$ cat src/rtl/text_mode_console_writer_defines.svh
// Assertion macros for the text-mode console writer.
// The asserting module must have clk and arst_n in scope.
`ifndef TEXT_MODE_CONSOLE_WRITER_DEFINES_SVH
`define TEXT_MODE_CONSOLE_WRITER_DEFINES_SVH

`ifndef SYNTHESIS
`define TMCW_ASSERT_IMPLY(lbl, a, b) \
	lbl: assert property (@(posedge clk) disable iff (!arst_n) (a) |-> (b)) \
		else $error("tmcw: same-cycle check failed");
`define TMCW_ASSERT_NEXT(lbl, a, b) \
	lbl: assert property (@(posedge clk) disable iff (!arst_n) (a) |=> (b)) \
		else $error("tmcw: next-cycle check failed");
`else
`define TMCW_ASSERT_IMPLY(lbl, a, b)
`define TMCW_ASSERT_NEXT(lbl, a, b)
`endif

`endif

$ cat src/rtl/tmcw_pkg.sv
`default_nettype none

package tmcw_pkg;

	localparam int FUNC_W    = 2;
	localparam int CHAR_W    = 8;
	localparam int COL_W     = 7;
	localparam int ROW_W     = 5;
	localparam int POS_W     = 11;
	localparam int CELL_W    = 16;
	localparam int ATTR_W    = 8;
	// clamped coordinates, wide enough for the largest screen
	localparam int CMD_COL_W = 8;
	localparam int CMD_ROW_W = 6;

	localparam logic [FUNC_W-1:0] FUNC_PUT    = 2'd0;
	localparam logic [FUNC_W-1:0] FUNC_CLEAR  = 2'd1;
	localparam logic [FUNC_W-1:0] FUNC_SETCUR = 2'd2;
	localparam logic [FUNC_W-1:0] FUNC_READ   = 2'd3;

	localparam logic [CHAR_W-1:0] NEWLINE_CODE = 8'd10;
	localparam logic [CHAR_W-1:0] SPACE_CODE   = 8'h20;
	localparam logic [ATTR_W-1:0] RESET_ATTR   = 8'h0F;

	typedef enum logic [2:0] {
		OP_PUT,
		OP_NEWLINE,
		OP_CLEAR,
		OP_SETCUR,
		OP_READ
	} op_t;

	typedef struct packed {
		op_t                   op;
		logic [CHAR_W-1:0]     char_code;
		logic [CMD_COL_W-1:0]  col;
		logic [CMD_ROW_W-1:0]  row;
	} cmd_t;

	typedef enum logic [2:0] {
		ST_INIT,
		ST_IDLE,
		ST_READ,
		ST_FILL,
		ST_BLANK
	} state_t;

endpackage

`default_nettype wire

$ cat src/rtl/tmcw_cmd_fifo.sv
`default_nettype none

module tmcw_cmd_fifo (
	input  wire logic      clk,
	input  wire logic      arst_n,
	input  wire logic      push_valid,
	output logic           push_ready,
	input  tmcw_pkg::cmd_t push_cmd,
	output logic           pop_valid,
	input  wire logic      pop_ready,
	output tmcw_pkg::cmd_t pop_cmd
);
	import tmcw_pkg::*;

	localparam int DEPTH = 2;
	localparam int PW    = $clog2(DEPTH);
	localparam int NW    = $clog2(DEPTH + 1);

	cmd_t            mem_q [DEPTH];
	logic [PW-1:0]   wr_ptr_q;
	logic [PW-1:0]   rd_ptr_q;
	logic [NW-1:0]   count_q;
	logic            push;
	logic            pop;

	assign push_ready = (count_q != NW'(DEPTH));
	assign pop_valid  = (count_q != '0);
	assign pop_cmd    = mem_q[rd_ptr_q];
	assign push       = push_valid && push_ready;
	assign pop        = pop_valid && pop_ready;

	always_ff @(posedge clk or negedge arst_n) begin
		if (!arst_n) begin
			wr_ptr_q <= '0;
			rd_ptr_q <= '0;
			count_q  <= '0;
		end else begin
			if (push) begin
				wr_ptr_q <= (wr_ptr_q == PW'(DEPTH - 1)) ? '0 : wr_ptr_q + 1'b1;
			end
			if (pop) begin
				rd_ptr_q <= (rd_ptr_q == PW'(DEPTH - 1)) ? '0 : rd_ptr_q + 1'b1;
			end
			if (push && !pop) begin
				count_q <= count_q + 1'b1;
			end else if (pop && !push) begin
				count_q <= count_q - 1'b1;
			end
		end
	end

	always_ff @(posedge clk) begin
		if (push) begin
			mem_q[wr_ptr_q] <= push_cmd;
		end
	end

endmodule

`default_nettype wire

$ cat config.mk
export PLATFORM = sky130hd
export DESIGN_NAME = tmcw_cmd_fifo
export DESIGN_NICKNAME = d
export VERILOG_FILES = /design/src/rtl/text_mode_console_writer_defines.svh /design/src/rtl/tmcw_pkg.sv /design/src/rtl/tmcw_cmd_fifo.sv
export SDC_FILE = /design/constraint.sdc
export NUM_CORES = 1
export LEC_CHECK = 0
export BUFFER_PORTS_ARGS = -buffer_cell sky130_fd_sc_hd__buf_2
export CAP_MARGIN = 20
export CORE_ASPECT_RATIO = 1.25
export CORE_MARGIN = 2
export CORE_UTILIZATION = 51
export DETAILED_ROUTE_END_ITERATION = 6
export HOLD_SLACK_MARGIN = 0.15
export PLACE_DENSITY = 0.77
export SYNTH_ARGS = -nofsm -noshare
export SYNTH_HDL_FRONTEND = slang
export SYNTH_SLANG_ARGS = --single-unit
$ cat constraint.sdc
create_clock -name clk -period 2.9 [get_ports clk]
set_input_delay 0.29 -clock clk [delete_from_list [all_inputs] [get_ports clk]]
set_output_delay 0.29 -clock clk [all_outputs]
set_load 0.005 [all_outputs]
# Word-level counts from Yosys, hierarchy flattened
# Memories as Yosys holds them, arrays and structs flattened.
# Index checks and enable logic that the tools add are counted.
[op_classes]
addsub = 4
n_eq_ne = 1
n_mux = 6
reduce_logical = 8
[op_table]
columns = ["cell", "count"]
rows = [
  ["$logic_and A1 B1 Y1", 4],
  ["$mux W1", 4],
  ["$mux W2", 2],
  ["$reduce_bool A2 Y1", 2],
  ["$add A1 B1 Y1 const B", 2],
  ["$add A2 B1 Y2 const B", 1],
  ["$logic_not A1 Y1", 2],
  ["$ne A2 B2 Y1 const B", 1],
  ["$sub A2 B1 Y2 const B", 1],
]
[totals]
register_bits = 4
mem_bits_rw = 50
inputBits = 29
out_inout_bits = 27
wordCells = 23
n_memories = 1
[memory_table]
columns = ["memory", "words", "word_bits", "rd", "rd_clocked_by_memory_dff", "wr", "line_no", "text"]
rows = [
  ["mem_q", 2, 25, 1, 0, 1, "tmcw_cmd_fifo.sv:19", "cmd_t mem_q [DEPTH];"],
]

# Depth between registers and ports, before layout
# Gate-level depths: netlist of the first run.
[depth]
word_depth = 6
ltp_mapped = 7
mapped_depth_nobuf = 7

# Worst setup path after synthesis of the first run
# OpenSTA, ideal clock, no wires.
[synth_timing]
path_type = "flip-flop to flip-flop"
start = "register count_q[0]"
end = "memory mem_q[0][0] in the netlist's numbering (enable)"
setup_time_ns = 0.407
arrival_ns = 1.715
required_ns = 2.493
path_slack_ns = 0.778
path_stages_with_launch = 4
path_buffers = 0
synth_period_minus_slack_ns = 2.122
cell_sequence = "dfrtp_1 > nand2b_1 > nand2_1 > nor2_1"
[synth_via]
elab_chain_len = 4
[synth_lines]
columns = ["item", "line_no", "text"]
rows = [
  ["from (decl)", "tmcw_cmd_fifo.sv:22", "logic [NW-1:0] count_q;"],
  ["from (signal assigned)", "tmcw_cmd_fifo.sv:45", "count_q <= count_q + 1'b1;"],
  ["from (signal assigned)", "tmcw_cmd_fifo.sv:47", "count_q <= count_q - 1'b1;"],
  ["$ne A2 B2 Y1", "tmcw_cmd_fifo.sv:26", "assign push_ready = (count_q != NW'(DEPTH));"],
  ["net push_ready", "tmcw_cmd_fifo.sv:7", "output logic push_ready,"],
  ["$logic_and A1 B1 Y1", "tmcw_cmd_fifo.sv:29", "assign push = push_valid && push_ready;"],
  ["$mux W1", "tmcw_cmd_fifo.sv:53", "if (push) begin"],
  ["$mux W1 (implied by the code)", "tmcw_cmd_fifo.sv:54", "mem_q[wr_ptr_q] <= push_cmd;"],
  ["to (decl)", "tmcw_cmd_fifo.sv:19", ""],
]
# The timed path passes the listed nets, and every way through them passes these cells.

==> results of run 1 <==
==> worst max-delay path, cell delays in order, from the launching register on <==
cell and delay [ns]:
dfrtp_1 0.70, buf_12 0.25, mux2_2 0.36, buf_2 0.13
==> cells by family (layout without fill, tap and decap cells) <==
kind of cell	after synthesis	in the layout	share of synthesized area
mux	25	25	0.168
fa+ha+maj	1	1	0.00596
flops	54	54	0.763
buf+inv	4	68	0.0262
simple gates	7	7	0.0161
xor+xnor	5	5	0.0209
==> registers in the layout, summed over array words and instances (netlist names) <==
name	flops
count_q	2
mem_q	50
rd_ptr_q	1
wr_ptr_q	1
==> layout make-up <==
type	instances	area [sq um]
clock buffers	5	68.8
clock inverters	3	47.5
fillers	319	1480
inverters	1	3.75
multi-input cells	38	445
flip-flops and latches	54	1600
well taps	56	70.1
repair buffers	59	320
==> repair_timing <==
| action | 4_1_cts | 5_1_grt |
|---|---|---|
| hold endpoints to repair | 4 | 0 |
| hold buffers | 1 | 0 |
| buffers inserted | 0 | 0 |
==> worst max path at each step <==
stage | endpoint | slack (ns) | start | cells past startpoint
after global routing | pop_cmd[4] | 0.78 | rd_ptr_q | 3
final | pop_cmd[4] | 0.87 | rd_ptr_q | 3
after global placement | mem_q[0][11] | 1.25 | count_q[0] | 4
after detailed placement | pop_cmd[4] | 1.19 | rd_ptr_q | 3
after CTS | pop_cmd[9] | 0.84 | rd_ptr_q | 3
after floorplan | mem_q[0][0] | 0.78 | count_q[0] | 3
==> placed cells by master, fill, tap and decap left out, drive strengths merged, types with 2 or more instances in the layout <==
cell type,netlist,layout
xor2,2,2
clkbuf,0,5
edfxtp,50,50
buf,3,58
nor2,2,2
xnor2,3,3
mux2,25,25
nand2,2,2
dfrtp,4,4
inv,1,2
==> metal layers <==
layer  vias to the layer above  routed length (um)  share of wire  GRT usage
li1                        490                   -              -          -
met1                       506                1200           0.36      0.153
met2                        37                1830           0.56      0.267
met3                         2                 235          0.071     0.0509
met4                         0                  34          0.010     0.0638
met5                         -                   0              0          0
==> metrics by stage <==
step                worst slack (ns)  utilization  std cells  instance area [sq um]  power (uW)
detailed placement              1.19        0.603        207                   2430        1970
global placement                1.25        0.603        207                   2430        1930
CTS                            0.843        0.634        216                   2560        2470
global route                   0.778        0.634        216                   2560        2570
floorplan                      0.778            -         96                   2100        1730
finish                         0.867        0.634        216                   2560        2430
==> power breakdown <==
part | total, uW | internal, uW | switching [uW]
Clock | 498 | 262 | 236
Combinational | 769 | 449 | 321
Sequential | 1170 | 1070 | 96.2
==> key figures, run 1 <==
CTS
  – Clock tree from TritonCTS: yes
  – Clock edge transition at the registers on the reported setup and hold paths: 0.09 ns
  – Cell chosen for the clock root: clkbuf_8
  – Clock buffers created by TritonCTS: 5
  – Post_cts resized: 0
  – Maximum number of buffers from clock root to sink: 2
  – H-tree depth reported by CTS: 2
  – Clock latency at the later pin of the worst-skew pair: 0.30 ns
  – Total number of clock tree sinks: 54

Timing
  – Part of the cycle the worst path needs: 0.701
  – Worst hold margin: 0.171 ns
  – Hold Violations, Final: 0
  – Worst clock skew: 0.00412 ns
  – Unrepaired setup endpoints after global routing: no
  – Final critical delay including setup and external delays: 2.03 ns
  – Measured slew at the worst slew-check pin: 0.549 ns
  – Slew headroom: 0.634
  – Final setup violating endpoints: 0
  – Post-route setup TNS: 0 ns
  – Max frequency: 492 MHz
  – Final max-slew violation count: 0

Layout
  – Layout net count: 189
  – Share of cells above drive strength 1: 0.575
  – # diodes: 0
  – Layout area overhead: 21.8%

Hold path
  – Hold/Removal Path Class: primary input to flop
  – Worst hold path depth: 1
  – Hold Path Origin: push_cmd[16]
  – Worst hold endpoint: mem_q[1][16]

Global route
  – Via count of the first global-routing pass: 1,028
  – Largest net degree at the start of global routing: 19
  – Gr ovfl total: 0
  – Total global routing track utilization: 0.148
  – Global-route wire length before repair: 4750 um
  – Antenna violations before repair: 0

Detailed routing
  – Total length of routed wires: 3300 um
  – Drt via density: 4.79
  – Vias after detailed routing: 1,035
  – Antenna Violating Nets Remaining: 0
  – Per-cell routed wire length: 15.3 um
  – Drt first-iter violations: 51
  – Number of optimization iterations in the first detailed-route pass: 4
  – DRC Markers: 0

Floorplanning
  – Boundary pin count: 56
  – # rows: 26
  – Overall die area: 4650 sq um
  – Die width: 61.4 um
  – Core region area: 4030 sq um
  – Die height: 75.7 um
  – Starting utilization of the core area: 0.520

Synthesis
  – Library cells used by synthesis: 15
  – Synthesis Warnings: 0
  – Post-synthesis instance area: 2100 sq um
  – Main area contributors after synthesis: edfxtp_1 (72%), mux2_4 (14%), dfrtp_1 (4.8%)
  – Post-synth top area cell: edfxtp_1
  – Count of flip-flops with a built-in enable after synthesis: 50
  – Fraction of the yosys area taken by sequential cells: 0.763
  – Number of cells produced by synthesis: 96
  – Count leader, synth: edfxtp_1
  – Most instantiated cells after synthesis: edfxtp_1 (50), mux2_4 (19), mux2_2 (6)
  – Total nets after synthesis: 126
  – Synth async-reset ratio: 0.0741
  – Portion of synthesized cell area occupied by the leading cell type: 0.715
  – Mapped Avg Cell Area: 21.9 sq um
  – Number of storage elements in the synthesis netlist: 54
  – Most used DFF post-synth: edfxtp_1

Worst setup path
  – Worst-case register-to-register setup slack: 1.20 ns
  – Data required time of the worst path: 2.61 ns
  – Largest fanout of any net on the critical path: 18
  – Worst Reg-to-Reg Cells: 4
  – Worst EP arrival: 1.74 ns
  – Crit. End Element: output port
  – Crit Reg-Reg Endpoint: mem_q[0][20]
  – Crit Path Category: flop to output port
  – Startpoint of the most critical register-to-register path: count_q[0]
  – Startpoint types: flop

Outcome
  – Outcome: completed

Run
  – Maxcap violations: 0

Power
  – Pwr per Cell Area: 952 nW/um^2
  – Maximum VDD drop: 0.696 mV
  – Static Leakage: 0.00104 uW

Placed design
  – Count of port buffers added during placement: 55
  – Routability-driven placement congestion ratio: 0.637
(Power assumes the default switching activity.)
==> run 2, diff against run 1 <==
- clock period: 2.9 -> 2 ns (I/O delays scaled with it)
==> key figures, run 2 (same netlist as run 1, synthesis figures left out) <==
Outcome
  – Outcome: completed

CTS
  – Clock buffers created by TritonCTS: 5
  – Total number of clock tree sinks: 54
  – H-tree depth reported by CTS: 2
  – Clock latency at the later pin of the worst-skew pair: 0.31 ns
  – Maximum number of buffers from clock root to sink: 2
  – Clock edge transition at the registers on the reported setup and hold paths: 0.09 ns
  – Clock tree from TritonCTS: yes
  – Post_cts resized: 0
  – Count of buffers added by post-CTS timing repair for setup: 0
  – Cell chosen for the clock root: clkbuf_8
  – # hold bufs at CTS: 26

Placed design
  – HPWL Detailed: 2270 um
  – Routability-driven placement congestion ratio: 0.662
  – Number of placed instances with taps included: 210
  – Post-Place Setup Slack: 0.517 ns
  – Count of port buffers added during placement: 55

Worst setup path
  – Worst Reg-to-Reg Cells: 6
  – Crit Path Category: flop to output port
  – Worst Setup SP: rd_ptr_q
  – Data required time of the worst path: 1.80 ns
  – Crit. End Element: output port
  – Largest fanout of any net on the critical path: 17
  – Startpoint of the most critical register-to-register path: count_q[0]
  – Worst EP arrival: 1.44 ns
  – Startpoint types: flop

Hold path
  – Worst hold path depth: 3
  – Hold Path Origin: pop_ready
  – Hold/Removal Path Class: primary input to flop

Floorplanning
  – Core region area: 4030 sq um
  – Die height: 75.7 um
  – Boundary pin count: 56
  – # rows: 26
  – Overall die area: 4650 sq um
  – Die width: 61.4 um
  – Starting utilization of the core area: 0.520

Power
  – Part of the power in registers: 0.444
  – Share of power burned in combinational logic: 0.330
  – Clk pwr share: 0.226
  – Maximum VDD drop: 0.796 mV
  – Sw frac: 0.260
  – Pwr per Cell Area: 1300 nW/um^2
  – Power Internal: 2730 uW
  – Total design power: 3690 uW
  – Static Leakage: 0.00116 uW
  – Net switching power figure: 959 uW

Global route
  – Total global routing track utilization: 0.171
  – Antenna violations before repair: 0
  – Via count of the first global-routing pass: 1,185
  – Global-route wire length before repair: 5400 um
  – GR met3 Demand/Resource: 0.0441
  – Busiest metal layer after global routing: met2
  – Met1 capacity usage during global routing: 0.171
  – Met2 Track Usage GR: 0.313
  – Largest net degree at the start of global routing: 18
  – Gr ovfl total: 0

Detailed routing
  – Vias after detailed routing: 1,149
  – DRC Markers: 0
  – Number of optimization iterations in the first detailed-route pass: 4
  – Antenna Violating Nets Remaining: 0
  – Drt via density: 4.71
  – Per-cell routed wire length: 14.8 um
  – Drt first-iter violations: 61
  – Total length of routed wires: 3610 um

Timing
  – Final critical delay including setup and external delays: 1.64 ns
  – Worst setup slack after layout: 0.361 ns
  – Hold Violations, Final: 0
  – Post-route setup TNS: 0 ns
  – Unrepaired setup endpoints after global routing: no
  – Measured slew at the worst slew-check pin: 0.319 ns
  – Max frequency: 610 MHz
  – Worst clock skew: 0.00759 ns
  – Slew headroom: 0.787
  – Final setup violating endpoints: 0
  – Part of the cycle the worst path needs: 0.819
  – Final max-slew violation count: 0

Layout
  – Layout area overhead: 35.0%
  – Post-route insts no fill: 244
  – Top flop regs: mem_q x50, count_q x2
  – Multi-input logic area: 445 sq um
  – Share of cells above drive strength 1: 0.500
  – Layout net count: 217
  – Most frequent standard cell in the layout excluding fill and tap cells: buf_2
  – Max reg flops: 50
  – Fill count: 308
  – # diodes: 0
  – Top library cells by usage in the layout, fill and taps aside: buf_2 (55), edfxtp_1 (50), dlygate4sd3_1 (26)
  – Largest Register: mem_q
  – Total area of sequential cells: 1600 sq um

Run
  – Maxcap violations: 0
[run 2: layout make-up]
type,count,area share
sequential,54,0.565
timing repair buffer,87,0.205
multi-input combinational,38,0.157
tap,56,0.0247
clock buffer,5,0.0243
clock inverter,3,0.0225
inverter,1,0.00132
[run 2: power groups by stage]
stage / clock (uW) / combinational, uW / sequential (uW)
global placement: 0 / 1160 / 1650
finish: 834 / 1220 / 1640
CTS: 843 / 1240 / 1650
detailed placement: 0 / 1190 / 1670
global route: 878 / 1340 / 1660
floorplan: 0 / 865 / 1640
[run 2: worst max-delay path: stages (launching register included)]
cell and delay (ns):
dfrtp_1 0.35, buf_4 0.31, mux2_4 0.34, buf_2 0.13
[run 2: per-stage QoR]
step / hold slack (ns) / utilization / cell area, sq um
floorplan: -0.0956 / - / 2100
global placement: 0.00453 / 0.605 / 2440
detailed placement: 0.00905 / 0.605 / 2440
CTS: 0.199 / 0.703 / 2830
global route: 0.208 / 0.703 / 2830
finish: 0.199 / 0.703 / 2830
[run 2: per-layer routing]
metal	wire length (um)	vias to the layer above	share of wire
met5	0	-	0
met4	103	0	0.029
met3	161	7	0.045
met2	2010	38	0.56
met1	1340	559	0.37
li1	-	545	-
[run 2: final timing paths]
path                              end  slack, ns
setup / recovery           pop_cmd[6]       0.36
max in group asynchronous    rd_ptr_q       1.67
hold reg to reg            count_q[1]       0.50
setup reg to reg           count_q[1]       0.48
hold / removal               rd_ptr_q       0.20
min in group asynchronous  count_q[0]       0.21
==> run 3, diff against run 2 <==
- clock period: 2 -> 1.6 ns (I/O delays scaled with it)
==> key figures, run 3 (same netlist as run 1, synthesis figures left out) <==
Worst setup path
  – Startpoint types: flop
  – Worst Setup SP: rd_ptr_q
  – Startpoint of the most critical register-to-register path: count_q[0]
  – Data required time of the worst path: 1.44 ns
  – Crit. End Element: output port
  – Worst EP arrival: 1.38 ns
  – Largest fanout of any net on the critical path: 19
  – Crit Path Category: flop to output port

Floorplanning
  – Overall die area: 4650 sq um
  – # rows: 26
  – Boundary pin count: 56
  – Starting utilization of the core area: 0.520
  – Die width: 61.4 um
  – Die height: 75.7 um
  – Core region area: 4030 sq um

CTS
  – Clock latency at the later pin of the worst-skew pair: 0.30 ns
  – Clock tree from TritonCTS: yes
  – Maximum number of buffers from clock root to sink: 2
  – Total number of clock tree sinks: 54
  – Clock edge transition at the registers on the reported setup and hold paths: 0.09 ns
  – H-tree depth reported by CTS: 2
  – Clock buffers created by TritonCTS: 5
  – Cell chosen for the clock root: clkbuf_8
  – Post_cts resized: 0

Timing
  – Worst hold margin: 0.165 ns
  – Unrepaired setup endpoints after global routing: no
  – Slew headroom: 0.885
  – Part of the cycle the worst path needs: 0.964
  – Final critical delay including setup and external delays: 1.54 ns
  – Post-route setup TNS: 0 ns
  – Final setup violating endpoints: 0
  – Final max-slew violation count: 0
  – Worst clock skew: 0.00605 ns
  – Max frequency: 648 MHz
  – Worst setup slack after layout: 0.0569 ns
  – Hold Violations, Final: 0
  – Measured slew at the worst slew-check pin: 0.173 ns

Placed design
  – Count of port buffers added during placement: 55
  – HPWL Detailed: 2320 um
  – Routability-driven placement congestion ratio: 0.674
  – Post-Place Setup Slack: 0.150 ns

Global route
  – Gr ovfl total: 0
  – Total global routing track utilization: 0.160
  – Via count of the first global-routing pass: 1,155
  – Largest net degree at the start of global routing: 20
  – Global-route wire length before repair: 5200 um
  – Antenna violations before repair: 0

Layout
  – Share of cells above drive strength 1: 0.511
  – Top library cells by usage in the layout, fill and taps aside: buf_2 (55), edfxtp_1 (50), dlygate4sd3_1 (26)
  – Fin util: 0.712
  – Top flop regs: mem_q x50, count_q x2
  – Most frequent standard cell in the layout excluding fill and tap cells: buf_2
  – Max reg flops: 50
  – Layout net count: 219
  – Largest Register: mem_q
  – # diodes: 0
  – Layout area overhead: 36.7%

Detailed routing
  – Total length of routed wires: 3500 um
  – Drt via density: 4.68
  – Per-cell routed wire length: 14.2 um
  – Vias after detailed routing: 1,151
  – Antenna Violating Nets Remaining: 0
  – Number of optimization iterations in the first detailed-route pass: 4
  – DRC Markers: 0
  – Drt first-iter violations: 23

Outcome
  – Outcome: completed

Hold path
  – Hold Path Origin: pop_ready
  – Hold/Removal Path Class: primary input to flop

Power
  – Maximum VDD drop: 1.19 mV
  – Static Leakage: 0.00117 uW
  – Pwr per Cell Area: 1600 nW/um^2
  – Total design power: 4580 uW

Run
  – Maxcap violations: 0
## run 3: what timing repair did
action	in CTS	in global routing
hold buffers	26	0
setup buffers	0	1
endpoints found under the hold margin	54	0
setup endpoints to repair	0	1
## run 3: report_power, final
part	internal, uW	total, uW	switching, uW
Clock	467	873	406
Combinational	963	1650	682
Sequential	1940	2060	123
## run 3: path summary, 6_finish.rpt
path,to,slack (ns),depth (start not counted)
worst max-delay path,pop_cmd[24],0.06,3
worst min-delay path,rd_ptr_q,0.16,3
worst max register to register,count_q[1],0.16,6
worst min register to register,count_q[1],0.50,1
max in group asynchronous,wr_ptr_q,1.28,2
min in group asynchronous,count_q[0],0.20,2
## run 3: layout make-up
| type | count | area, sq um |
|---|---|---|
| clock buffers | 6 | 72.6 |
| clock inverters | 2 | 37.5 |
| fillers | 291 | 1160 |
| inverters | 1 | 3.75 |
| multi-input cells | 38 | 452 |
| flip-flops and latches | 54 | 1600 |
| well taps | 56 | 70.1 |
| repair buffers | 89 | 633 |
## run 3: critical path, cell delays in order, from the launching register on
cell and delay (ns):
dfrtp_1 0.41, buf_12 0.19, mux2_2 0.35, buf_2 0.13
## run 3: routing by layer
| layer | global-route usage | wire [um] | part of all wire |
|---|---|---|---|
| met3 | 0.0458 | 160 | 0.046 |
| met2 | 0.284 | 1890 | 0.54 |
| met5 | 0 | 0 | 0 |
| met4 | 0.0757 | 65 | 0.019 |
| met1 | 0.174 | 1370 | 0.39 |
## run 3: per-stage QoR
stage,instance area (sq um),cells
after floorplan,2110,96
after global placement,2490,211
after detailed placement,2490,211
after CTS,2860,245
after global routing,2870,246
final,2870,246
