<file path="src/rtl/text_mode_console_writer_defines.svh">
// Assertion macros for the text-mode console writer.
// The asserting module must have clk and arst_n in scope.
`ifndef TEXT_MODE_CONSOLE_WRITER_DEFINES_SVH
`define TEXT_MODE_CONSOLE_WRITER_DEFINES_SVH

`ifndef SYNTHESIS
`define TMCW_ASSERT_IMPLY(lbl, a, b) \
	lbl: assert property (@(posedge clk) disable iff (!arst_n) (a) |-> (b)) \
		else $error("tmcw: same-cycle check failed");
`define TMCW_ASSERT_NEXT(lbl, a, b) \
	lbl: assert property (@(posedge clk) disable iff (!arst_n) (a) |=> (b)) \
		else $error("tmcw: next-cycle check failed");
`else
`define TMCW_ASSERT_IMPLY(lbl, a, b)
`define TMCW_ASSERT_NEXT(lbl, a, b)
`endif

`endif

</file>
<file path="src/rtl/tmcw_pkg.sv">
`default_nettype none

package tmcw_pkg;

	localparam int FUNC_W    = 2;
	localparam int CHAR_W    = 8;
	localparam int COL_W     = 7;
	localparam int ROW_W     = 5;
	localparam int POS_W     = 11;
	localparam int CELL_W    = 16;
	localparam int ATTR_W    = 8;
	// clamped coordinates, wide enough for the largest screen
	localparam int CMD_COL_W = 8;
	localparam int CMD_ROW_W = 6;

	localparam logic [FUNC_W-1:0] FUNC_PUT    = 2'd0;
	localparam logic [FUNC_W-1:0] FUNC_CLEAR  = 2'd1;
	localparam logic [FUNC_W-1:0] FUNC_SETCUR = 2'd2;
	localparam logic [FUNC_W-1:0] FUNC_READ   = 2'd3;

	localparam logic [CHAR_W-1:0] NEWLINE_CODE = 8'd10;
	localparam logic [CHAR_W-1:0] SPACE_CODE   = 8'h20;
	localparam logic [ATTR_W-1:0] RESET_ATTR   = 8'h0F;

	typedef enum logic [2:0] {
		OP_PUT,
		OP_NEWLINE,
		OP_CLEAR,
		OP_SETCUR,
		OP_READ
	} op_t;

	typedef struct packed {
		op_t                   op;
		logic [CHAR_W-1:0]     char_code;
		logic [CMD_COL_W-1:0]  col;
		logic [CMD_ROW_W-1:0]  row;
	} cmd_t;

	typedef enum logic [2:0] {
		ST_INIT,
		ST_IDLE,
		ST_READ,
		ST_FILL,
		ST_BLANK
	} state_t;

endpackage

`default_nettype wire

</file>
<file path="src/rtl/tmcw_ifs.sv">
`default_nettype none

interface tmcw_cmd_if;
	logic                          valid;
	logic                          ready;
	logic [tmcw_pkg::FUNC_W-1:0]   func;
	logic [tmcw_pkg::CHAR_W-1:0]   char_code;
	logic [tmcw_pkg::COL_W-1:0]    col;
	logic [tmcw_pkg::ROW_W-1:0]    row;

	modport source (output valid, func, char_code, col, row, input ready);
	modport sink (input valid, func, char_code, col, row, output ready);
endinterface


`default_nettype wire

</file>
<file path="src/rtl/tmcw_front.sv">
`default_nettype none

module tmcw_front #(
	parameter int COLS = 80,
	parameter int ROWS = 25
) (
	input  wire logic     clk,
	input  wire logic     arst_n,
	input  wire logic     init_done,
	tmcw_cmd_if.sink      cmd,
	output logic          push_valid,
	input  wire logic     push_ready,
	output tmcw_pkg::cmd_t push_cmd
);
	import tmcw_pkg::*;

	logic     valid_s1;
	cmd_t     cmd_s1;
	cmd_t     cls;
	logic [CMD_COL_W-1:0] col_ext;
	logic [CMD_ROW_W-1:0] row_ext;

	// clamp coordinates to the screen and split newline from printable put
	always_comb begin
		col_ext = CMD_COL_W'(cmd.col);
		row_ext = CMD_ROW_W'(cmd.row);
		cls.char_code = cmd.char_code;
		cls.col = (col_ext > CMD_COL_W'(COLS - 1)) ? CMD_COL_W'(COLS - 1) : col_ext;
		cls.row = (row_ext > CMD_ROW_W'(ROWS - 1)) ? CMD_ROW_W'(ROWS - 1) : row_ext;
		unique case (cmd.func)
			FUNC_PUT: begin
				cls.op = (cmd.char_code == NEWLINE_CODE) ? OP_NEWLINE : OP_PUT;
			end
			FUNC_CLEAR:  cls.op = OP_CLEAR;
			FUNC_SETCUR: cls.op = OP_SETCUR;
			FUNC_READ:   cls.op = OP_READ;
		endcase
	end

	assign cmd.ready  = init_done && (!valid_s1 || push_ready);
	assign push_valid = valid_s1;
	assign push_cmd   = cmd_s1;

	always_ff @(posedge clk or negedge arst_n) begin
		if (!arst_n) begin
			valid_s1 <= 1'b0;
		end else if (!valid_s1 || push_ready) begin
			valid_s1 <= cmd.valid && cmd.ready;
		end
	end

	always_ff @(posedge clk) begin
		if (cmd.valid && cmd.ready) begin
			cmd_s1 <= cls;
		end
	end

endmodule

`default_nettype wire

</file>
<file path="src/flat_wrapper.sv">
// flat-port wrapper written by rule: the top's interface ports become plain ports
module tmcw_front_flat import tmcw_pkg::*;
#(
	parameter int COLS = 80,
	parameter int ROWS = 25
)
  (clk, arst_n, init_done, push_valid, push_ready, push_cmd, cmd_valid, cmd_func, cmd_char_code, cmd_col, cmd_row, cmd_ready);
  tmcw_cmd_if cmd_i ();
  input  wire logic clk;
  input  wire logic arst_n;
  input  wire logic init_done;
  output logic push_valid;
  input  wire logic push_ready;
  output tmcw_pkg::cmd_t push_cmd;
  input wire logic [$bits(cmd_i.valid)-1:0] cmd_valid;
  input wire logic [$bits(cmd_i.func)-1:0] cmd_func;
  input wire logic [$bits(cmd_i.char_code)-1:0] cmd_char_code;
  input wire logic [$bits(cmd_i.col)-1:0] cmd_col;
  input wire logic [$bits(cmd_i.row)-1:0] cmd_row;
  output wire logic [$bits(cmd_i.ready)-1:0] cmd_ready;
  assign cmd_i.valid = cmd_valid;
  assign cmd_i.func = cmd_func;
  assign cmd_i.char_code = cmd_char_code;
  assign cmd_i.col = cmd_col;
  assign cmd_i.row = cmd_row;
  assign cmd_ready = cmd_i.ready;
  tmcw_front #(.COLS(COLS), .ROWS(ROWS)) u_core (.clk(clk), .arst_n(arst_n), .init_done(init_done), .cmd(cmd_i), .push_valid(push_valid), .push_ready(push_ready), .push_cmd(push_cmd));
endmodule
</file>
<file path="config.mk">
export PLATFORM = sky130hd
export DESIGN_NAME = tmcw_front_flat
export DESIGN_NICKNAME = d
export VERILOG_FILES = /design/src/rtl/text_mode_console_writer_defines.svh /design/src/rtl/tmcw_pkg.sv /design/src/rtl/tmcw_ifs.sv /design/src/rtl/tmcw_front.sv /design/src/flat_wrapper.sv
export SDC_FILE = /design/constraint.sdc
export NUM_CORES = 1
export LEC_CHECK = 0
export ABC_AREA = 1
export ABC_CLOCK_PERIOD_IN_PS = 8500
export BUFFER_PORTS_ARGS = -buffer_cell sky130_fd_sc_hd__buf_2
export CORE_MARGIN = 1.5
export CORE_UTILIZATION = 35
export DETAILED_ROUTE_END_ITERATION = 10
export GPL_TIMING_DRIVEN = 0
export PLACE_DENSITY = 0.76
export SETUP_SLACK_MARGIN = 0.05
export SLEW_MARGIN = 20
export SYNTH_ARGS = -nofsm -noshare
export SYNTH_HDL_FRONTEND = slang
export SYNTH_SLANG_ARGS = --single-unit
</file>
<file path="constraint.sdc">
create_clock -name clk -period 8.5 [get_ports clk]
set_clock_uncertainty 0.2 [all_clocks]
set_input_delay 0.85 -clock clk [delete_from_list [all_inputs] [get_ports clk]]
set_output_delay 0.85 -clock clk [all_outputs]
set_load 0.01 [all_outputs]
</file>
; After elaboration in Yosys (flattened, before gate mapping)
; Index checks and enable logic that the tools add are counted.
[totals]
ff_bits = 26
inputBits = 27
out_inout_bits = 27
[classes]
magnitude_cmp = 2
eq_ne = 4
muxes = 2
n_reduce_logical = 5
[op_table]
columns = op, count
row1 = case mux 3 bit (4 select lines), 1
row2 = "== test 8 x 4 -> 1 bit, second input constant", 1
row3 = "greater-than comparator 7 bit, second input constant", 1
row4 = "greater-than comparator 5 bit, second input constant", 1
row5 = "== test 2 bit, second input constant", 2
row6 = "== test 2 x 1 -> 1 bit, second input constant", 1
row7 = logical AND 1 bit, 2
row8 = logical NOT 2 bit, 1
row9 = logical NOT 1 bit, 1
row10 = logical OR 1 bit, 1
row11 = two-way mux 1 bit, 1

; Logic depth before layout (Yosys ltp)
; Gate-level depths: netlist of run 1.
[depth]
word_depth = 4
ltp_mapped = 6
mapped_depth_nobuf = 6

; Worst setup path before layout of run 1
; Ideal clock, no wire load.
[synth_path]
kind = input port to flip-flop
start = input port init_done
end = register u_core.cmd_s1, in the netlist u_core.push_cmd[0], enable pin
setup_ns = 0.432
arrival_time_ns = 2.540
slack_ns = 5.328
path_stages = 2
cell_sequence = inv_1 -> nor3_1
[synth_between]
elab_chain_cells = 2
[synth_lines]
columns = item, line
row1 = start: declaration, flat_wrapper.sv:11  ; input wire logic init_done;
row2 = logical AND 1 bit, tmcw_front.sv:40  ; assign cmd.ready = init_done && (!valid_s1 || push_ready);
row3 = logical AND 1 bit, tmcw_front.sv:53  ; if (cmd.valid && cmd.ready) begin
row4 = end signal: assignment, tmcw_front.sv:54  ; cmd_s1 <= cls;
row5 = end: declaration, tmcw_front.sv:18  ; cmd_t cmd_s1;
; Every way passes these cells.
; A chain may end at the register's enable or synchronous reset.

; Worst setup path after layout of run 1
[layout_path]
start = input port push_ready
end = output port cmd_ready
[layout_between]
elab_chain_cells = 2
[layout_lines]
columns = item, line
row1 = start: declaration, flat_wrapper.sv:13  ; input wire logic push_ready;
row2 = logical OR 1 bit, tmcw_front.sv:40
row3 = logical AND 1 bit, tmcw_front.sv:40
row4 = end: declaration, flat_wrapper.sv:20  ; output wire logic [$bits(cmd_i.ready)-1:0] cmd_ready;
; Every way passes these cells.

==> impl_metrics.tcl, run 1 <==
set metrics [dict create \
    grt_max_degree 14 \
    post_dp_cell_area_um2 1290 \
    timing.final.ws_setup_ns 6.11 \
    initial_antenna_violation_count 0 \
    critPathLaunch "push_ready" \
    synthDominantAreaCellType "sky130_fd_sc_hd__edfxtp_1" \
    clock_tree.htree_level_count 1 \
    core_area_um2 2540 \
    post_detailed_placement_half_perimeter_wirelength_mm 1.51 \
    post_synth.cell_area_avg_um2 12.2 \
    gp_congestion 0.742 \
    layout-drive-gt1-share 0.442 \
    ir_drop_mv 0.0885 \
    number_of_global_route_vias_before_repair 699 \
    clock-sinks 24 \
    final_hold_viol_count 0 \
    worstPathRequired_ns 7.45 \
    r2r-start "u_core.push_valid" \
    preCtsSetupSlack_ns 6.12 \
    die_x_um 55.7 \
    cts_tree "done" \
    insertedDiodeCount 0 \
    postRouteAntennaNets 0 \
    placement_rows 18 \
    drcViolationCount 0 \
    initial_utilization 0.382 \
    transition_time_at_the_pin_with_the_least_slew_margin_ns 0.496 \
    ys_seq_area_frac 0.735 \
    clock_tree.buffer_depth 2 \
    layout.cell_area.non_filler_um2 1330 \
    max_cap_violations 0 \
    layout.filler_cells 240 \
    max_slew_margin 0.668 \
    crit_fanout 2 \
    synth_top_cell_area_share 0.710 \
    outcome "complete, no violations" \
    register_to_register_setup_slack_ns 6.80 \
    cts.root.buffer_cell "sky130_fd_sc_hd__clkbuf_4" \
    fmax_mhz 418 \
    clk_transition_reported_paths_ns 0.12 \
    hold_buffers 0 \
    setup_viol_count_final 0 \
    unrepaired_setup_endpoints_after_global_routing "false" \
    slew_viol_final 0 \
    postCtsSetupRepairBufs 0 \
    grt_use_total 0.121 \
    dr_total_vias 708 \
    netlist_top_cells_area "sky130_fd_sc_hd__edfxtp_1 (71%), sky130_fd_sc_hd__inv_1 (8.1%), sky130_fd_sc_hd__nand2_1 (5.0%)" \
    globalRoute.totalOverflow 0 \
    timing.final.crit_period_ns 2.39 \
    setup_total_negative_slack_ns 0 \
    numPortBuffers 51 \
    drt_pass1_iterations 4 \
    tritoncts.num_buffers 3 \
    grt_pass1_wl_mm 2.88 \
    detail_route.iter0.violations 21 \
    yosys_warnings 0 \
    power-per-cell-area_nw_per_um2 166 \
    io_pins 54 \
    clock_insertion_delay_at_the_later_pin_of_the_skew_report_ns 0.30 \
    layout.nets 169 \
    hold_class "in2async" \
    die_area_um2 3110 \
    arrival_ns 1.34 \
    timing.setup.critical_path_class "in2out" \
    cell_count_after_synthesis 80 \
    cellLeakagePower_nw 0.668 \
    synth.ff_latch_count 24 \
    timing.final.crit_share 0.281 \
    critPathCaptureType "output pin" \
    synthesis.area_um2 973 \
    synth_cell_types 14 \
    route.final.wire_length_mm 1.76 \
    flow.area_growth_from_synthesis_pct 36.2 \
    chipHeight_um 55.7 \
    count_of_instances_resized_after_the_clock_tree_is_built 0 \
    route.detailed.vias_per_inst 4.21 \
    worstSetupStartpointType "input port" \
    wl_per_cell_um 10.5 \
]
metal layers:
layer,global-route usage,vias up,part of all wire
met3,0.0326,2,0.088
li1,-,360,-
met5,0,-,0
met4,0.0697,0,0.0091
met2,0.228,35,0.54
met1,0.117,311,0.36
flip-flops by register name (all words and copies together) (netlist names):
register and count:
u_core.push_valid 1, u_core.push_cmd 23
report_power, final:
part | total [mW] | switching [mW] | internal [mW] | leakage (nW)
Clock | 0.0562 | 0.0301 | 0.0261 | 0.0210
Combinational | 0.0268 | 0.0147 | 0.0120 | 0.421
Sequential | 0.137 | 0.00121 | 0.136 | 0.226
Total | 0.220 | 0.0461 | 0.174 | 0.668
critical path, cell delays in order:
cell and delay [ns]:
sky130_fd_sc_hd__buf_2 0.11, sky130_fd_sc_hd__nor2_1 0.18, sky130_fd_sc_hd__nor2_1 0.06, sky130_fd_sc_hd__buf_2 0.14
path summary, 6_finish.rpt:
kind / end / cells past startpoint
hold / removal: u_core.push_valid / 1
max in group asynchronous: u_core.push_valid / 1
setup reg to reg: u_core.push_cmd[18] / 4
setup / recovery: cmd_ready / 4
min in group clk: u_core.push_valid / 2
hold reg to reg: u_core.push_valid / 2
stage by stage:
stage	util	instances	total power [mW]	hold slack [ns]
final	0.521	168	0.220	0.0984
after global routing	0.521	168	0.234	0.0570
after CTS	0.521	168	0.224	0.0793
after detailed placement	0.507	164	0.167	0.378
after global placement	0.499	162	0.165	0.332
after floorplan	-	81	0.152	0.354
cells by family after synthesis:
kind of cell	share of synthesized area
buf+inv	0.108
flops	0.735
simple gates	0.0913
compound gates	0.0231
fa+ha+maj	0.0386
other cells	0.00385
cell type report:
type	count	area, um^2	share of cell area
sequential	24	716	0.540
timing repair buffer	53	270	0.204
tap	30	37.5	0.0283
clock buffer	4	36.3	0.0274
inverter	21	78.8	0.0594
buffer	5	26.3	0.0198
multi-input combinational	31	161	0.122
layout by cell type (no fill, tap or decap):
cell type,count
sky130_fd_sc_hd__nand3_1,1
sky130_fd_sc_hd__nor2_1,8
sky130_fd_sc_hd__clkbuf_4,3
sky130_fd_sc_hd__nand2_1,13
sky130_fd_sc_hd__inv_1,21
sky130_fd_sc_hd__buf_2,51
sky130_fd_sc_hd__a21boi_0,1
sky130_fd_sc_hd__dfrtp_1,1
sky130_fd_sc_hd__edfxtp_1,23
sky130_fd_sc_hd__buf_4,4
sky130_fd_sc_hd__o22ai_1,1
sky130_fd_sc_hd__clkbuf_8,1
sky130_fd_sc_hd__o21ai_2,1
sky130_fd_sc_hd__conb_1,2
sky130_fd_sc_hd__nor3_2,1
sky130_fd_sc_hd__clkbuf_1,3
sky130_fd_sc_hd__ha_1,3
cells in the mapped netlist:
library cell	count
sky130_fd_sc_hd__edfxtp_1	23
sky130_fd_sc_hd__inv_1	21
sky130_fd_sc_hd__nand2_1	13
sky130_fd_sc_hd__nor2_1	8
sky130_fd_sc_hd__clkbuf_1	3
sky130_fd_sc_hd__ha_1	3
sky130_fd_sc_hd__buf_4	2
sky130_fd_sc_hd__a21boi_0	1
sky130_fd_sc_hd__conb_1	1
sky130_fd_sc_hd__dfrtp_1	1
sky130_fd_sc_hd__nand3_1	1
sky130_fd_sc_hd__nor3_1	1
sky130_fd_sc_hd__o21ai_2	1
sky130_fd_sc_hd__o22ai_1	1
(Power assumes the default switching activity.)
==> run 2: changes to the inputs <==
--- a/config.mk
+++ b/config.mk
@@ -6,13 +6,13 @@
 export NUM_CORES = 1
 export LEC_CHECK = 0
 export ABC_AREA = 1
-export ABC_CLOCK_PERIOD_IN_PS = 8500
+export ABC_CLOCK_PERIOD_IN_PS = 2000
 export BUFFER_PORTS_ARGS = -buffer_cell sky130_fd_sc_hd__buf_2
 export CORE_MARGIN = 1.5
 export CORE_UTILIZATION = 35
 export DETAILED_ROUTE_END_ITERATION = 10
 export GPL_TIMING_DRIVEN = 0
-export PLACE_DENSITY = 0.76
+export PLACE_DENSITY = 0.78
 export SETUP_SLACK_MARGIN = 0.05
 export SLEW_MARGIN = 20
 export SYNTH_ARGS = -nofsm -noshare
==> constraint.sdc (replaced) <==
create_clock -name clk -period 2 [get_ports clk]
set_clock_uncertainty 0.2 [all_clocks]
set_input_delay 0.2 -clock clk [delete_from_list [all_inputs] [get_ports clk]]
set_output_delay 0.2 -clock clk [all_outputs]
set_load 0.01 [all_outputs]
==> impl_metrics.tcl, run 2 (synthesis gave the netlist of run 1 again) <==
set metrics [dict create \
    globalRoute.totalOverflow 0 \
    timing.final.crit_period_ns 1.80 \
    timing.setup.critical_path_class "reg2reg" \
    worstSetupStartpointType "flop" \
    insertedDiodeCount 0 \
    fmax_mhz 557 \
    arrival_ns 1.54 \
    met2_layer_wire_length_in_the_routed_design_mm 1.15 \
    clock-sinks 24 \
    flow.area_growth_from_synthesis_pct 56.9 \
    initial_antenna_violation_count 0 \
    placement_rows 18 \
    grt_max_degree 24 \
    timing.final.ws_setup_ns 0.203 \
    transition_time_at_the_pin_with_the_least_slew_margin_ns 0.824 \
    cts_tree "done" \
    grt_use_total 0.145 \
    setup_total_negative_slack_ns 0 \
    crit_fanout 11 \
    fin_util 0.600 \
    most_frequent_standard_cell_in_the_layout_excluding_fill_and_tap_cells "sky130_fd_sc_hd__buf_2" \
    numPortBuffers 51 \
    cellLeakagePower_nw 0.744 \
    min_path_cells 3 \
    preCtsSetupSlack_ns 0.101 \
    tritoncts.num_buffers 3 \
    final_hold_viol_count 0 \
    route.detailed.vias_per_inst 4.29 \
    core_area_um2 2540 \
    gp_congestion 0.676 \
    setup_viol_count_final 0 \
    worst-r2r-cell-count 3 \
    timing.final.crit_share 0.898 \
    power-per-cell-area_nw_per_um2 618 \
    wl_per_cell_um 11.2 \
    critPathCaptureType "flop" \
    clock_tree.htree_level_count 1 \
    die_x_um 55.7 \
    number_of_global_route_vias_before_repair 867 \
    clock_insertion_delay_at_the_later_pin_of_the_skew_report_ns 0.30 \
    clock_tree.buffer_depth 2 \
    count_of_instances_resized_after_the_clock_tree_is_built 0 \
    drt_pass1_iterations 4 \
    max_slew_margin 0.448 \
    cts.root.buffer_cell "sky130_fd_sc_hd__clkbuf_4" \
    postRouteAntennaNets 0 \
    layout.nets 189 \
    io_pins 54 \
    chipHeight_um 55.7 \
    ir_drop_mv 0.427 \
    grt_pass1_wl_mm 3.46 \
    mostFrequentLayoutCells "sky130_fd_sc_hd__buf_2 (51), sky130_fd_sc_hd__edfxtp_1 (23), sky130_fd_sc_hd__inv_1 (21), sky130_fd_sc_hd__dlygate4sd3_1 (21), sky130_fd_sc_hd__nand2_1 (13)" \
    worstPathRequired_ns 1.75 \
    clk_transition_reported_paths_ns 0.12 \
    wl_met1_um 750 \
    drcViolationCount 0 \
    unrepaired_setup_endpoints_after_global_routing "false" \
    maxUsedRoutingLayer "met4" \
    detail_route.iter0.violations 16 \
    die_area_um2 3110 \
    route.final.wire_length_mm 2.10 \
    max_cap_violations 0 \
    hold_class "in2reg" \
    initial_utilization 0.382 \
    layout-drive-gt1-share 0.373 \
    wl_met3_um 190 \
    post_detailed_placement_half_perimeter_wirelength_mm 1.46 \
    slew_viol_final 0 \
    outcome "complete, no violations" \
    dr_total_vias 807 \
    largest_reg_flops 23 \
]
## run 2: changes by cell type in the layout (fill, tap and decap cells not counted), sizes merged
| cell | before | now |
|---|---|---|
| buf | 55 | 53 |
| dlygate4sd3 | 0 | 21 |
| nor3 | 1 | 2 |
## run 2: what timing repair did
| action | CTS | global route |
|---|---|---|
| hold buffers | 21 | 0 |
| setup endpoints to repair | 0 | 23 |
| endpoints found under the hold margin | 20 | 0 |
| buffers inserted | 0 | 0 |
## run 2: metal layers
layer / up-vias / track usage
met3: 2 / 0.0395
li1: 402 / -
met2: 39 / 0.284
met5: - / 0
met4: 0 / 0.0523
met1: 364 / 0.142
## run 2: where the power goes
part | internal (mW) | switching, mW | leakage [nW] | total (mW)
clock network | 0.0776 | 0.134 | 0.0150 | 0.211
logic | 0.0773 | 0.0717 | 0.503 | 0.149
registers | 0.578 | 0.00552 | 0.226 | 0.584
total | 0.733 | 0.211 | 0.744 | 0.944
## run 2: critical path: stages, from the launching register on
cell and delay, ns:
sky130_fd_sc_hd__dfrtp_1 0.40, sky130_fd_sc_hd__inv_1 0.07, sky130_fd_sc_hd__nor2_1 0.09, sky130_fd_sc_hd__nor3_2 0.68
## run 2: layout make-up
type | instances | area, um^2
buffer | 5 | 26.3
tap | 30 | 37.5
inverter | 21 | 78.8
sequential | 24 | 716
clock buffer | 4 | 26.3
multi-input combinational | 32 | 178
fill | 224 | 1020
timing repair buffer | 72 | 465
## run 2: worst paths after layout
path / from / endpoint / slack (ns)
worst max-delay path: u_core.push_valid / u_core.push_cmd[4] / 0.20
max in group asynchronous: arst_n / u_core.push_valid / 0.99
min in group asynchronous: arst_n / u_core.push_valid / 0.51
worst max register to register: u_core.push_valid / u_core.push_cmd[4] / 0.20
worst min-delay path: cmd_col[5] / u_core.push_cmd[11] / 0.01
worst min register to register: u_core.push_valid / u_core.push_cmd[16] / 0.86
## run 2: through the flow
| step | std cells | area, um^2 | power [mW] | hold WS (ns) |
|---|---|---|---|---|
| 6_report | 188 | 1530 | 0.944 | 0.0139 |
| 3_3_place_gp | 162 | 1280 | 0.703 | -0.226 |
| 3_5_place_dp | 162 | 1280 | 0.710 | -0.222 |
| 4_1_cts | 187 | 1520 | 0.952 | 0.00880 |
| 2_1_floorplan | 81 | 988 | 0.650 | -0.296 |
| 5_1_grt | 188 | 1530 | 0.994 | 0.0235 |
==> run 3: changes to the inputs <==
--- a/config.mk
+++ b/config.mk
@@ -5,14 +5,13 @@
 export SDC_FILE = /design/constraint.sdc
 export NUM_CORES = 1
 export LEC_CHECK = 0
-export ABC_AREA = 1
 export ABC_CLOCK_PERIOD_IN_PS = 2000
 export BUFFER_PORTS_ARGS = -buffer_cell sky130_fd_sc_hd__buf_2
 export CORE_MARGIN = 1.5
 export CORE_UTILIZATION = 35
 export DETAILED_ROUTE_END_ITERATION = 10
 export GPL_TIMING_DRIVEN = 0
-export PLACE_DENSITY = 0.78
+export PLACE_DENSITY = 0.8
 export SETUP_SLACK_MARGIN = 0.05
 export SLEW_MARGIN = 20
 export SYNTH_ARGS = -nofsm -noshare
==> impl_metrics.tcl, run 3 <==
set metrics [dict create \
    clock_tree.buffer_depth 2 \
    die_area_um2 2940 \
    cts_tree "done" \
    fmax_mhz 569 \
    grt_pass1_wl_mm 2.40 \
    stage_delay_of_the_slowest_cell_on_the_critical_path_ns 0.55 \
    chipHeight_um 54.3 \
    synthDominantAreaCellType "sky130_fd_sc_hd__edfxtp_1" \
    io_pins 54 \
    worst-r2r-cell-count 2 \
    synth.ff_latch_count 24 \
    drt_pass1_iterations 2 \
    clock_insertion_delay_at_the_later_pin_of_the_skew_report_ns 0.31 \
    unrepaired_setup_endpoints_after_global_routing "false" \
    transition_time_at_the_pin_with_the_least_slew_margin_ns 0.608 \
    mostFrequentLayoutCells "sky130_fd_sc_hd__buf_2 (51), sky130_fd_sc_hd__dlygate4sd3_1 (24), sky130_fd_sc_hd__edfxtp_1 (23)" \
    yosysMostFrequentCell "sky130_fd_sc_hd__edfxtp_1" \
    wl_per_cell_um 10.9 \
    slew_viol_final 0 \
    globalRoute.totalOverflow 0 \
    ys_seq_area_frac 0.778 \
    design_power_total_uw 968 \
    initial_utilization 0.371 \
    timing.final.crit_share 0.878 \
    synth_cell_types 15 \
    worstPathRequired_ns 1.75 \
    timing.setup.critical_path_class "in2reg" \
    tritoncts.num_buffers 3 \
    initial_antenna_violation_count 0 \
    layout.nets 167 \
    max_slew_margin 0.594 \
    layout-drive-gt1-share 0.426 \
    largest_reg_flops 23 \
    worst_r2r_endpoint "u_core.push_cmd[0]" \
    final_hold_viol_count 0 \
    post_synth.cell_area_avg_um2 16.4 \
    cell_count_after_synthesis 56 \
    worstSetupStartpointType "input port" \
    core_area_um2 2480 \
    most_frequent_standard_cell_in_the_layout_excluding_fill_and_tap_cells "sky130_fd_sc_hd__buf_2" \
    insertedDiodeCount 0 \
    min_path_cells 2 \
    placement_rows 18 \
    hold_end "u_core.push_cmd[10]" \
    ir_drop_mv 0.398 \
    gp_congestion 0.583 \
    arrival_ns 1.50 \
    crit_fanout 23 \
    setup_viol_count_final 0 \
    synthesis.area_um2 920 \
    clock-sinks 24 \
    flow.area_growth_from_synthesis_pct 63.1 \
    r2r-start "u_core.push_valid" \
    dr_total_vias 696 \
    setup_total_negative_slack_ns 0 \
    synth_async_sr_flop_share 0.0417 \
    critPathCaptureType "flop" \
    die_x_um 54.3 \
    timing.final.ws_setup_ns 0.243 \
    critical_path.slowest_cell "sky130_fd_sc_hd__nor2b_4" \
    grt_max_degree 24 \
    grt_use_total 0.120 \
    yosys_warnings 0 \
    postRouteAntennaNets 0 \
    power-per-cell-area_nw_per_um2 645 \
    max_cap_violations 0 \
    outcome "complete, no violations" \
    clock_tree.htree_level_count 1 \
    hold_class "in2reg" \
    cts.root.buffer_cell "sky130_fd_sc_hd__clkbuf_4" \
    synth_top_cell_area_share 0.751 \
    timing.final.crit_period_ns 1.76 \
    route.final.wire_length_mm 1.81 \
    number_of_global_route_vias_before_repair 585 \
    post_detailed_placement_half_perimeter_wirelength_mm 1.22 \
    ys_top_cells_by_count "sky130_fd_sc_hd__edfxtp_1 (23), sky130_fd_sc_hd__nand2b_1 (5), sky130_fd_sc_hd__and2_1 (4), sky130_fd_sc_hd__nor2b_1 (4)" \
    netlist_top_cells_area "sky130_fd_sc_hd__edfxtp_1 (75%), sky130_fd_sc_hd__ha_1 (4.1%), sky130_fd_sc_hd__nand2b_1 (3.4%)" \
    synth_enable_flop_cells 23 \
    drcViolationCount 0 \
    register_to_register_setup_slack_ns 0.38 \
    route.detailed.vias_per_inst 4.19 \
    clk_transition_reported_paths_ns 0.13 \
    worstHoldStart "cmd_col[4]" \
    numPortBuffers 51 \
    dominantRegCellSynth "sky130_fd_sc_hd__edfxtp_1" \
    cp_cell_sequence "dlygate4sd3_1 -> buf_2 -> nand2b_1 -> nor2b_4" \
    preCtsSetupSlack_ns 0.0621 \
    cellLeakagePower_nw 0.664 \
    detail_route.iter0.violations 4 \
]
[run 3: cell type report]
class	instances	area [um^2]
repair buffers	75	495
fillers	216	977
clock buffers	4	36.3
plain buffers	5	26.3
flip-flops and latches	24	716
inverters	3	11.3
multi-input cells	25	178
well taps	30	37.5
[run 3: worst max-delay path, delay by kind of cell]
family	cells	cell delay (ns)
simple gates	2	0.67
buf+inv	2	0.62
[run 3: repair_timing]
action / in CTS / in global routing
setup endpoints to repair: 16 / 0
hold buffers: 24 / 0
hold endpoints to repair: 22 / 0
gates resized for setup: 1 / 0
setup buffers: 0 / 0
[run 3: report_power, final]
part | internal (mW) | switching, mW | leakage [nW]
clock | 0.111 | 0.135 | 0.0210
sequential | 0.578 | 0.00484 | 0.227
combinational | 0.0800 | 0.0585 | 0.417
total | 0.769 | 0.199 | 0.664
[run 3: worst max path at each step]
stage,from,endpoint,slack [ns],cells after the start
2_1_floorplan,u_core.push_valid,u_core.push_cmd[0],0.24,2
3_3_place_gp,u_core.push_valid,u_core.push_cmd[0],0.14,2
3_5_place_dp,u_core.push_valid,u_core.push_cmd[0],0.06,2
4_1_cts,push_ready,u_core.push_cmd[0],0.25,4
5_1_grt,push_ready,u_core.push_cmd[4],0.17,4
6_report,push_ready,u_core.push_cmd[0],0.24,4
[run 3: cell families after synthesis]
| logic type | share of synthesized area |
|---|---|
| flops | 0.778 |
| compound gates | 0.0163 |
| simple gates | 0.120 |
| buf+inv | 0.0408 |
| other cells | 0.00408 |
| fa+ha+maj | 0.0408 |
[run 3: metal layers]
metal / routed length (um) / share of wire / global-route usage / up-vias
met5: 0 / 0 / 0 / -
met4: 19 / 0.010 / 0.0750 / 0
met3: 83 / 0.046 / 0.0164 / 2
met2: 1150 / 0.64 / 0.241 / 21
met1: 557 / 0.31 / 0.109 / 322
li1: - / - / - / 351
[run 3: through the flow]
stage | instance area [um^2] | util | std cells | hold slack [ns]
after floorplan | 926 | - | 57 | -0.296
after global placement | 1220 | 0.492 | 138 | -0.225
after detailed placement | 1220 | 0.492 | 138 | -0.223
after CTS | 1500 | 0.606 | 166 | 0.00503
after global routing | 1500 | 0.606 | 166 | 0.00898
final | 1500 | 0.606 | 166 | 0.000184
